[src/sv/hixy_pkg.sv]
package hixy_pkg;

   localparam int OrderW = 5;
   localparam int IndexW = 62;
   localparam int CoordW = 31;
   localparam int ShiftW = 7;

   localparam logic [1:0] DIG_TRANSPOSE = 2'd0;
   localparam logic [1:0] DIG_OFFSET_Y  = 2'd1;
   localparam logic [1:0] DIG_OFFSET_XY = 2'd2;
   localparam logic [1:0] DIG_REFLECT   = 2'd3;

   typedef struct packed {
      logic [OrderW-1:0] order;
      logic [IndexW-1:0] index;
   } req_type;

   typedef struct packed {
      logic [CoordW-1:0] coord_x;
      logic [CoordW-1:0] coord_y;
      logic              index_too_big;
   } rsp_type;

   typedef struct packed {
      logic load;
      logic check;
      logic step;
      logic load_out;
   } cmd_type;

   typedef struct packed {
      logic too_big;
      logic order_zero;
      logic last_step;
   } sts_type;

endpackage

[src/sv/hixy_dp.sv]
module hixy_dp import hixy_pkg::*; #(
   parameter int MAX_ORDER = 31
) (
   input  logic    clock,
   input  req_type req_word,
   input  cmd_type cmd,
   output sts_type sts,
   output rsp_type rsp_word
);

   localparam int W  = MAX_ORDER;
   localparam int CW = $clog2(MAX_ORDER + 1);
   localparam logic [OrderW-1:0] MaxOrd = OrderW'(MAX_ORDER);

   logic [IndexW-1:0] index_ff, index_in;
   logic [W-1:0]      x_ff, x_in;
   logic [W-1:0]      y_ff, y_in;
   logic [W-1:0]      half_ff, half_in;
   logic [CW-1:0]     cnt_ff, cnt_in;
   logic              big_ff, big_in;
   rsp_type           out_ff, out_in;

   logic [OrderW-1:0] sat_order;
   logic [ShiftW-1:0] lv2;
   logic [IndexW-1:0] hi_mask;
   logic              too_big;

   assign sat_order = (req_word.order > MaxOrd) ? MaxOrd : req_word.order;
   assign lv2 = ShiftW'(cnt_ff) << 1;

   always_comb begin
      for (int i = 0; i < IndexW; i++) begin
         hi_mask[i] = (ShiftW'(i) >= lv2);
      end
   end

   assign too_big = |(index_ff & hi_mask);

   always_comb begin
      index_in = index_ff;
      x_in     = x_ff;
      y_in     = y_ff;
      half_in  = half_ff;
      cnt_in   = cnt_ff;
      big_in   = big_ff;
      out_in   = out_ff;
      if (cmd.load) begin
         index_in = req_word.index;
         x_in     = '0;
         y_in     = '0;
         half_in  = W'(1);
         cnt_in   = CW'(sat_order);
         big_in   = 1'b0;
      end
      if (cmd.check) begin
         big_in = too_big;
      end
      if (cmd.step) begin
         unique case (index_ff[1:0])
            DIG_TRANSPOSE: begin
               x_in = y_ff;
               y_in = x_ff;
            end
            DIG_OFFSET_Y: begin
               y_in = y_ff + half_ff;
            end
            DIG_OFFSET_XY: begin
               x_in = x_ff + half_ff;
               y_in = y_ff + half_ff;
            end
            DIG_REFLECT: begin
               x_in = (half_ff << 1) - y_ff - W'(1);
               y_in = half_ff - x_ff - W'(1);
            end
            default: begin
               x_in = x_ff;
            end
         endcase
         index_in = index_ff >> 2;
         half_in  = half_ff << 1;
         cnt_in   = cnt_ff - CW'(1);
      end
      if (cmd.load_out) begin
         out_in.coord_x       = CoordW'(x_ff);
         out_in.coord_y       = CoordW'(y_ff);
         out_in.index_too_big = big_ff;
      end
   end

   always_ff @(posedge clock) begin
      index_ff <= index_in;
      x_ff     <= x_in;
      y_ff     <= y_in;
      half_ff  <= half_in;
      cnt_ff   <= cnt_in;
      big_ff   <= big_in;
      out_ff   <= out_in;
   end

   assign sts.too_big    = too_big;
   assign sts.order_zero = (cnt_ff == '0);
   assign sts.last_step  = (cnt_ff == CW'(1));
   assign rsp_word       = out_ff;

endmodule

[src/sv/hixy_ctrl.sv]
module hixy_ctrl import hixy_pkg::*; (
   input  logic    clock,
   input  logic    reset,
   input  logic    req_valid,
   output logic    req_ready,
   output logic    rsp_valid,
   input  logic    rsp_ready,
   input  sts_type sts,
   output cmd_type cmd
);

   localparam logic [1:0] ST_IDLE   = 2'd0;
   localparam logic [1:0] ST_CHECK  = 2'd1;
   localparam logic [1:0] ST_STEP   = 2'd2;
   localparam logic [1:0] ST_FINISH = 2'd3;

   logic [1:0] state_ff, state_in;
   logic       rsp_valid_ff, rsp_valid_in;
   logic       slot_free;

   assign slot_free = !rsp_valid_ff || rsp_ready;

   always_comb begin
      state_in     = state_ff;
      cmd          = '0;
      unique case (state_ff)
         ST_IDLE: begin
            if (req_valid) begin
               cmd.load = 1'b1;
               state_in = ST_CHECK;
            end
         end
         ST_CHECK: begin
            cmd.check = 1'b1;
            if (sts.too_big || sts.order_zero) begin
               state_in = ST_FINISH;
            end else begin
               state_in = ST_STEP;
            end
         end
         ST_STEP: begin
            cmd.step = 1'b1;
            if (sts.last_step) begin
               state_in = ST_FINISH;
            end
         end
         ST_FINISH: begin
            if (slot_free) begin
               cmd.load_out = 1'b1;
               state_in     = ST_IDLE;
            end
         end
         default: begin
            state_in = ST_IDLE;
         end
      endcase
   end

   always_comb begin
      priority if (cmd.load_out) begin
         rsp_valid_in = 1'b1;
      end else if (rsp_ready) begin
         rsp_valid_in = 1'b0;
      end else begin
         rsp_valid_in = rsp_valid_ff;
      end
   end

   always_ff @(posedge clock) begin
      if (reset) begin
         state_ff     <= ST_IDLE;
         rsp_valid_ff <= 1'b0;
      end else begin
         state_ff     <= state_in;
         rsp_valid_ff <= rsp_valid_in;
      end
   end

   assign req_ready = (state_ff == ST_IDLE);
   assign rsp_valid = rsp_valid_ff;

endmodule

[src/sv/hilbert_index_to_xy.sv]
// An accepted request is loaded, checked in ST_CHECK, then walked through ST_STEP and
// registered in ST_FINISH once the output slot is free, which raises rsp_valid. Order
// zero or an out-of-range index skips ST_STEP. A new request is taken only in idle; the
// level walk advances one curve level per cycle through a single transform unit.
// Reset: synchronous, active high; clears the controller and the output valid flag.
module hilbert_index_to_xy import hixy_pkg::*; #(
   parameter int MAX_ORDER = 31
) (
   input  logic    clock,
   input  logic    reset,
   input  logic    req_valid,
   output logic    req_ready,
   input  req_type req_word,
   output logic    rsp_valid,
   input  logic    rsp_ready,
   output rsp_type rsp_word
);

   cmd_type cmd;
   sts_type sts;

   hixy_ctrl u_ctrl (
      .clock     (clock),
      .reset     (reset),
      .req_valid (req_valid),
      .req_ready (req_ready),
      .rsp_valid (rsp_valid),
      .rsp_ready (rsp_ready),
      .sts       (sts),
      .cmd       (cmd)
   );

   hixy_dp #(
      .MAX_ORDER (MAX_ORDER)
   ) u_dp (
      .clock    (clock),
      .req_word (req_word),
      .cmd      (cmd),
      .sts      (sts),
      .rsp_word (rsp_word)
   );

endmodule

[config.mk]
export PLATFORM = sky130hd
export DESIGN_NAME = hilbert_index_to_xy
export DESIGN_NICKNAME = d
export VERILOG_FILES = /design/src/sv/hixy_pkg.sv /design/src/sv/hixy_dp.sv /design/src/sv/hixy_ctrl.sv /design/src/sv/hilbert_index_to_xy.sv
export SDC_FILE = /design/constraint.sdc
export NUM_CORES = 1
export LEC_CHECK = 0
export ABC_AREA = 1
export BUFFER_PORTS_ARGS = -buffer_cell sky130_fd_sc_hd__buf_2
export CORE_MARGIN = 8
export CORE_UTILIZATION = 40
export CTS_BUF_LIST = sky130_fd_sc_hd__clkbuf_8
export CTS_CLUSTER_DIAMETER = 120
export DETAILED_ROUTE_END_ITERATION = 10
export HOLD_SLACK_MARGIN = 0.12
export PLACE_DENSITY = 0.54
export SETUP_SLACK_MARGIN = 0.2
export SLEW_MARGIN = 15
export SYNTH_ARGS = -nofsm -noshare
export SYNTH_HDL_FRONTEND = slang
export SYNTH_SLANG_ARGS = --single-unit
[constraint.sdc]
create_clock -name clock -period 7.16 [get_ports clock]
set_input_delay 0.358 -clock clock [delete_from_list [all_inputs] [get_ports clock]]
set_output_delay 0.358 -clock clock [all_outputs]
set_load 0.005 [all_outputs]
==> results of run 1 <==
## final cells by class
| type | count | area share [%] |
|---|---|---|
| clock inverter | 31 | 1.29 |
| multi-input combinational | 1966 | 47.5 |
| antenna | 1 | 0.0119 |
| inverter | 397 | 7.07 |
| tap | 600 | 3.56 |
| clock buffer | 48 | 3.13 |
| timing repair buffer | 216 | 6.92 |
| sequential | 227 | 30.6 |
## layer usage
layer / vias up / routed length, um / GRT usage (%) / part of all wire [%]
li1: 9183 / - / - / -
met2: 696 / 34600 / 45.8 / 47
met1: 8976 / 31300 / 34.7 / 42
met5: - / 13 / 0 / 0.018
met3: 138 / 5350 / 4.36 / 7.2
met4: 2 / 2910 / 11.2 / 3.9
## path summary, 6_finish.rpt
check	startpoint	to	slack, ns
max reg2reg	u_ctrl.state_ff[0]	u_dp.x_ff[15]	3.78
min	rsp_ready	u_dp.rsp_word[0]	0.26
max	u_ctrl.state_ff[0]	u_dp.x_ff[15]	3.78
min reg2reg	u_dp.big_ff	u_dp.rsp_word[0]	0.46
## cell usage in the layout, fill, tap and decap left out, drive strengths merged, types with 2 or more instances in the layout
cell	instances
nand2	797
inv	404
nand3	275
a21oi	225
nor2	203
edfxtp	190
o21ai	170
buf	146
ha	132
dlygate4sd3	70
clkbuf	48
nand4	37
dfxtp	37
nor3	28
clkinv	18
o211ai	16
nand3b	12
o21bai	12
o21a	9
o22ai	7
a21o	5
or2	5
bufinv	5
a31oi	4
fa	4
a32oi	3
a211oi	3
xnor2	3
and2	3
a21boi	3
xor2	2
## repair_timing
action                    4_1_cts  5_1_grt
hold buffers                   70        0
hold endpoints to repair       70        0
setup buffers                   0        0
gates resized for setup         0        0
## power breakdown
part / leakage (uW) / internal, uW / switching, uW / total [uW]
Combinational: 0.00773 / 2160 / 5340 / 7510
Sequential: 0.00214 / 2140 / 563 / 2710
Clock: 0.000524 / 801 / 621 / 1420
## per-stage QoR
stage                     instance area, sq um  total power [uW]  setup WS [ns]
after CTS                                21100             11500           3.77
after global placement                   19400              9990           3.96
after floorplan                          18300              7540           2.81
final                                    21100             11600           3.78
after detailed placement                 19400             10000           3.78
after global routing                     21100             12500           3.46
## worst reg2reg max path, delay by kind of cell, from the launching register on
kind	cells	cell delay, ns
adder cells (fa/ha/maj)	1	0.50
buffers and inverters	5	1.25
AND/OR/NAND/NOR	3	0.81
flip-flops	1	0.33
AO/OA/AOI/OAI	2	0.39
## flip-flops by register name, indices dropped and copies added, names as in the netlist
register          flops
u_dp.x_ff            31
u_dp.rsp_word        63
u_ctrl.rsp_valid      1
u_dp.cnt_ff           5
u_ctrl.state_ff       2
u_dp.big_ff           1
u_dp.index_ff        62
u_dp.half_ff         31
u_dp.y_ff            31
## cells by family (layout without fill, tap and decap cells)
logic type | Yosys count | after routing | share of synthesized area (%)
AND/OR/NAND/NOR | 1363 | 1363 | 31.2
buffers and inverters | 472 | 692 | 10.1
other | 0 | 1 | 0
adder cells (fa/ha/maj) | 136 | 136 | 9.49
XOR/XNOR | 5 | 5 | 0.240
flip-flops | 227 | 227 | 35.3
AO/OA/AOI/OAI | 462 | 462 | 13.7
==> metrics.csv, run 1 <==
metric;value;unit
nets;3058;
layout-drive-gt1-share;8.35;%
synth_largest_area_cell;edfxtp_1;
critical_path_class;reg2reg;
slowest_stage;nor2_1;
synthDistinctLibCells;49;
netlist_area;18300;sq um
multi_input_area;10000;sq um
p_leak;0.0104;uW
synth-warning-count;0;
ys.flop_type;edfxtp_1;
reg2reg_depth;11;
worst_setup_path_start_kind;flop;
vias_per_cell;5.45;
layout_min_cycle_time;3.38;ns
ys_seq_area_share;35.3;%
cp.arrival;3.91;ns
cts.htree.levels;2;
syn_nets;2872;
outcome;completed;
synthArstFlopShare;0;%
syn-instance-count;2665;
initial_utilization;40.4;%
cts_root_buf;clkbuf_8;
vias;19000;
cp.required;7.68;ns
dp.final_hpwl;58.2;mm
drv_cap;0;
crit_fanout;97;
clkSinkCount;227;
avgSynthCellArea;6.85;sq um
holdWs;0.256;ns
setup_viol;0;
place.gp.congestion;0.988;
grt-ovfl-total;0;
drtAntennaViolNets;0;
utilization;46.7;%
routedWlPerCell;21.3;um
clk_latency;0.63;ns
grt_start_max_net_pins;98;
min_path_cells;3;
yosys.area.top_type_share;31.3;%
cp_cell_sequence;inv_1, ha_4, inv_2, buf_4, nor2_1, clkinv_1, buf_4, a21oi_1, o21ai_0, nor2_1, nor2_1;
core-area;45200;sq um
first_iter_violations;1886;
clk_pin_slew;0.06;ns
dr.pass1.iters;5;
fillers;4669;
dieArea;52700;sq um
floorplan.rows;78;
slowest_delay;0.63;ns
final.setup_skew;0.0344;ns
io_pins;136;
cts_buffer_depth;3;
hold_viol_final;0;
synth_area_leaders;edfxtp_1 31%, nand2_1 16%, ha_1 9.0%, inv_1 8.0%, nand3_1 7.5%;
final_cell_count_no_fill;3486;
io_buffer_count;135;
peakVddDrop;0.000362;V
synthToLayoutAreaGrowth;15.5;%
tritoncts;built;
drv_slew;0;
final.setup.tns;0;ns
fmax;295;MHz
post-synth-top-count-cell;nand2_1;
fin_crit_sh;47.3;%
die_y;230;um
end_kind;flop;
worst-path-stages;11;
cp_num_buf_inv;5;
grt_use_total;27.3;%
synth_seq_cells;227;
grt_pass1_wl;111;mm
totalWireLength;74.2;mm
synth_common_cells;795 x nand2_1, 391 x inv_1, 275 x nand3_1, 221 x a21oi_1, 199 x nor2_1;
grt_pass1_vias;18800;
grt_antenna_before_repair;3;
rsz0062_at_grt;no;
crit_top_cell;nor2_1;
synth_edf_count;190;
numCtsBuffers;43;
worst_slew_pin_slew;1.01;ns
drc_errors;0;
min_path_type;in2reg;
placed_cells;3336;
crit_family;buffers and inverters;
final-seq-area;6450;sq um
p_per_area;552;nW/um^2
timing.slew.headroom;32.9;%
fp.dieW;230;um
Power figures use the tool's default switching activity.
==> inputs of run 2 (changes only) <==
--- a/config.mk
+++ b/config.mk
@@ -13,7 +13,7 @@
 export CTS_CLUSTER_DIAMETER = 120
 export DETAILED_ROUTE_END_ITERATION = 10
 export HOLD_SLACK_MARGIN = 0.12
-export PLACE_DENSITY = 0.54
+export PLACE_DENSITY = 0.56
 export SETUP_SLACK_MARGIN = 0.2
 export SLEW_MARGIN = 15
 export SYNTH_ARGS = -nofsm -noshare
==> constraint.sdc (replaced) <==
create_clock -name clock -period 2.7 [get_ports clock]
set_input_delay 0.135 -clock clock [delete_from_list [all_inputs] [get_ports clock]]
set_output_delay 0.135 -clock clock [all_outputs]
set_load 0.005 [all_outputs]
==> run 2 against run 1 <==
Against the previous run: sequential share of layout area is 5.0 points lower; die area is the same; wire length up 13%; sequential cell count is the same; first-iteration DRC count is 0.27% lower; clock power increased to 2.6 times the previous value; setup slack lost 3.6 ns; highest routed layer is now met4; clock skew grew 0.0057 ns.
==> metrics.csv, run 2 (same netlist as run 1, synthesis figures left out) <==
metric;value;unit;change
outcome;completed;;
vias_per_cell;5.45;;about the same
numCtsBuffers;43;;unchanged
final_cell_count_no_fill;3792;;+8.8%
initial_utilization;40.4;%;unchanged
timing.rr.end;u_dp.y_ff[28];;
final_common_cell;nand2_1;;
clkSinkCount;227;;unchanged
place.gp.congestion;1.05;;+5.8%
regToRegSetupSlack;0.22;ns;-3.56 ns
routedWlPerCell;22.1;um;+3.7%
placed_cells;3580;;+7.3%
hold_viol_final;0;;unchanged
grt_start_max_net_pins;100;;+2.0%
rsz0062_at_grt;yes;;
place_ws;-0.242;ns;-4.02 ns
slowest_delay;0.44;ns;-0.19 ns
vias;20700;;+8.7%
cp.required;3.08;ns;-4.60 ns
worst_setup_path_start_kind;flop;;
peakVddDrop;0.00102;V;+180%
grt_pass1_wl;121;mm;+8.9%
grt_antenna_before_repair;3;;unchanged
reg2reg_from;u_dp.half_ff[16];;
timing.slew.headroom;45.4;%;+12 points
worst_slew_pin_slew;0.819;ns;-0.187 ns
holdWs;0.324;ns;+0.0687 ns
drv_slew;0;;unchanged
largest_register_ffs;63;;unchanged
drv_cap;0;;unchanged
core-area;45200;sq um;unchanged
fillers;4335;;-7.2%
crit_fanout;5;;-95%
grt_use_total;30.2;%;+2.9 points
first_iter_violations;1881;;-0.27%
layout_min_cycle_time;2.48;ns;-0.903 ns
clk_latency;0.63;ns;about the same
p_per_area;1560;nW/um^2;+180%
fp.dieW;230;um;unchanged
grt-ovfl-total;0;;unchanged
hold_end;u_dp.index_ff[56];;
dp.final_hpwl;64.8;mm;+11%
layout-drive-gt1-share;27.2;%;+19 points
floorplan.rows;78;;unchanged
nets;3360;;+9.9%
critical_path_class;reg2reg;;
reg2reg_depth;15;;+4
min-delay-start;req_word[56];;
cts.htree.levels;2;;unchanged
clk_pin_slew;0.07;ns;about the same
min_path_cells;4;;+1
crit_top_cell;nand2_1;;
dr.pass1.iters;6;;+1
cp.arrival;2.86;ns;-1.05 ns
finalWorstSetupSlack;0.218;ns;-3.56 ns
cp_cell_sequence;buf_4, ha_4, buf_4, nand2_1, nor2_4, nand2_2, buf_4, nor2_1, nand2_1, nand2_1, nand2_1, nand3_2, nand3_2, nand2_2, inv_1;;
final_cell_mix;722 x nand2_1, 392 x inv_1, 298 x buf_4;;
drtAntennaViolNets;0;;unchanged
io_pins;136;;unchanged
slowest_stage;edfxtp_1;;
final.setup.tns;0;ns;unchanged
drc_errors;0;;unchanged
io_buffer_count;135;;unchanged
crit_family;simple AND/OR/NAND/NOR gates;;
synthToLayoutAreaGrowth;38.0;%;
cts_root_buf;clkbuf_8;;
setup_viol;0;;unchanged
cts_buffer_depth;3;;unchanged
dieArea;52700;sq um;unchanged
min_path_type;in2reg;;
fmax;403;MHz;+36%
final.setup_skew;0.0401;ns;+0.00568 ns
die_y;230;um;unchanged
totalWireLength;83.7;mm;+13%
tritoncts;built;;
cp_num_buf_inv;4;;-1
p_leak;0.0121;uW;+16%
grt_pass1_vias;20100;;+6.5%
end_kind;flop;;
fin_crit_sh;91.9;%;+45 points
-- run 2: cell types whose count changed in the layout (fill, tap and decap cells not counted), sizes merged, moves of 2 or more --
cell	delta
inv	+3
clkinvlp	+2
clkinv	-2
buf	+301
diode	+3
-- run 2: layer usage --
metal | wire [um] | global-route usage (%)
met2 | 39400 | 50.8
met4 | 3640 | 12.7
met5 | 0 | 0
met3 | 6260 | 6.06
met1 | 34400 | 37.2
-- run 2: stage by stage --
stage / total power, uW / area, sq um / util [%]
after floorplan: 19900 / 18300 / -
after global placement: 30400 / 21400 / 47.3
after detailed placement: 30500 / 21400 / 47.3
after CTS: 35200 / 23500 / 52.0
after global routing: 41700 / 25200 / 55.8
final: 39300 / 25200 / 55.8
-- run 2: worst min-delay path, delay by kind of cell --
kind | cells | cell delay (ns)
buffers and inverters | 2 | 0.60
and+or+nand+nor | 2 | 0.09
-- run 2: repair_timing --
| item | CTS | global route |
|---|---|---|
| resized for setup | 109 | 353 |
| buffers inserted | 15 | 42 |
| endpoints found under the setup margin | 42 | 47 |
| endpoints found under the hold margin | 75 | 0 |
| pin swaps | 6 | 60 |
| gates cloned | 0 | 0 |
| hold buffers | 71 | 0 |
-- run 2: report_power, final --
group	total (uW)	internal, uW	switching [uW]
registers	6780	5670	1110
clock network	3660	2000	1670
logic	28900	10700	18100
-- run 2: area by class of cell --
type	count	area [sq um]	share of cell area (%)
clock buffer	47	647	2.57
clock inverter	33	250	0.993
antenna	4	10.0	0.0397
tap	600	751	2.98
timing repair buffer	518	3850	15.3
sequential	227	6450	25.6
inverter	397	1500	5.95
multi-input combinational	1966	11700	46.6
-- run 2: worst max-delay path by stage --
stage,cells after the start,start,slack [ns],end
floorplan,6,u_ctrl.state_ff[0],0.29,u_dp.cnt_ff[0]
global placement,14,u_dp.x_ff[9],-0.21,u_dp.y_ff[28]
detailed placement,14,u_dp.x_ff[8],-0.24,u_dp.y_ff[28]
CTS,13,u_dp.half_ff[9],0.06,u_dp.y_ff[28]
global route,15,u_dp.half_ff[16],0.13,u_dp.y_ff[28]
finish,15,u_dp.half_ff[16],0.22,u_dp.y_ff[28]
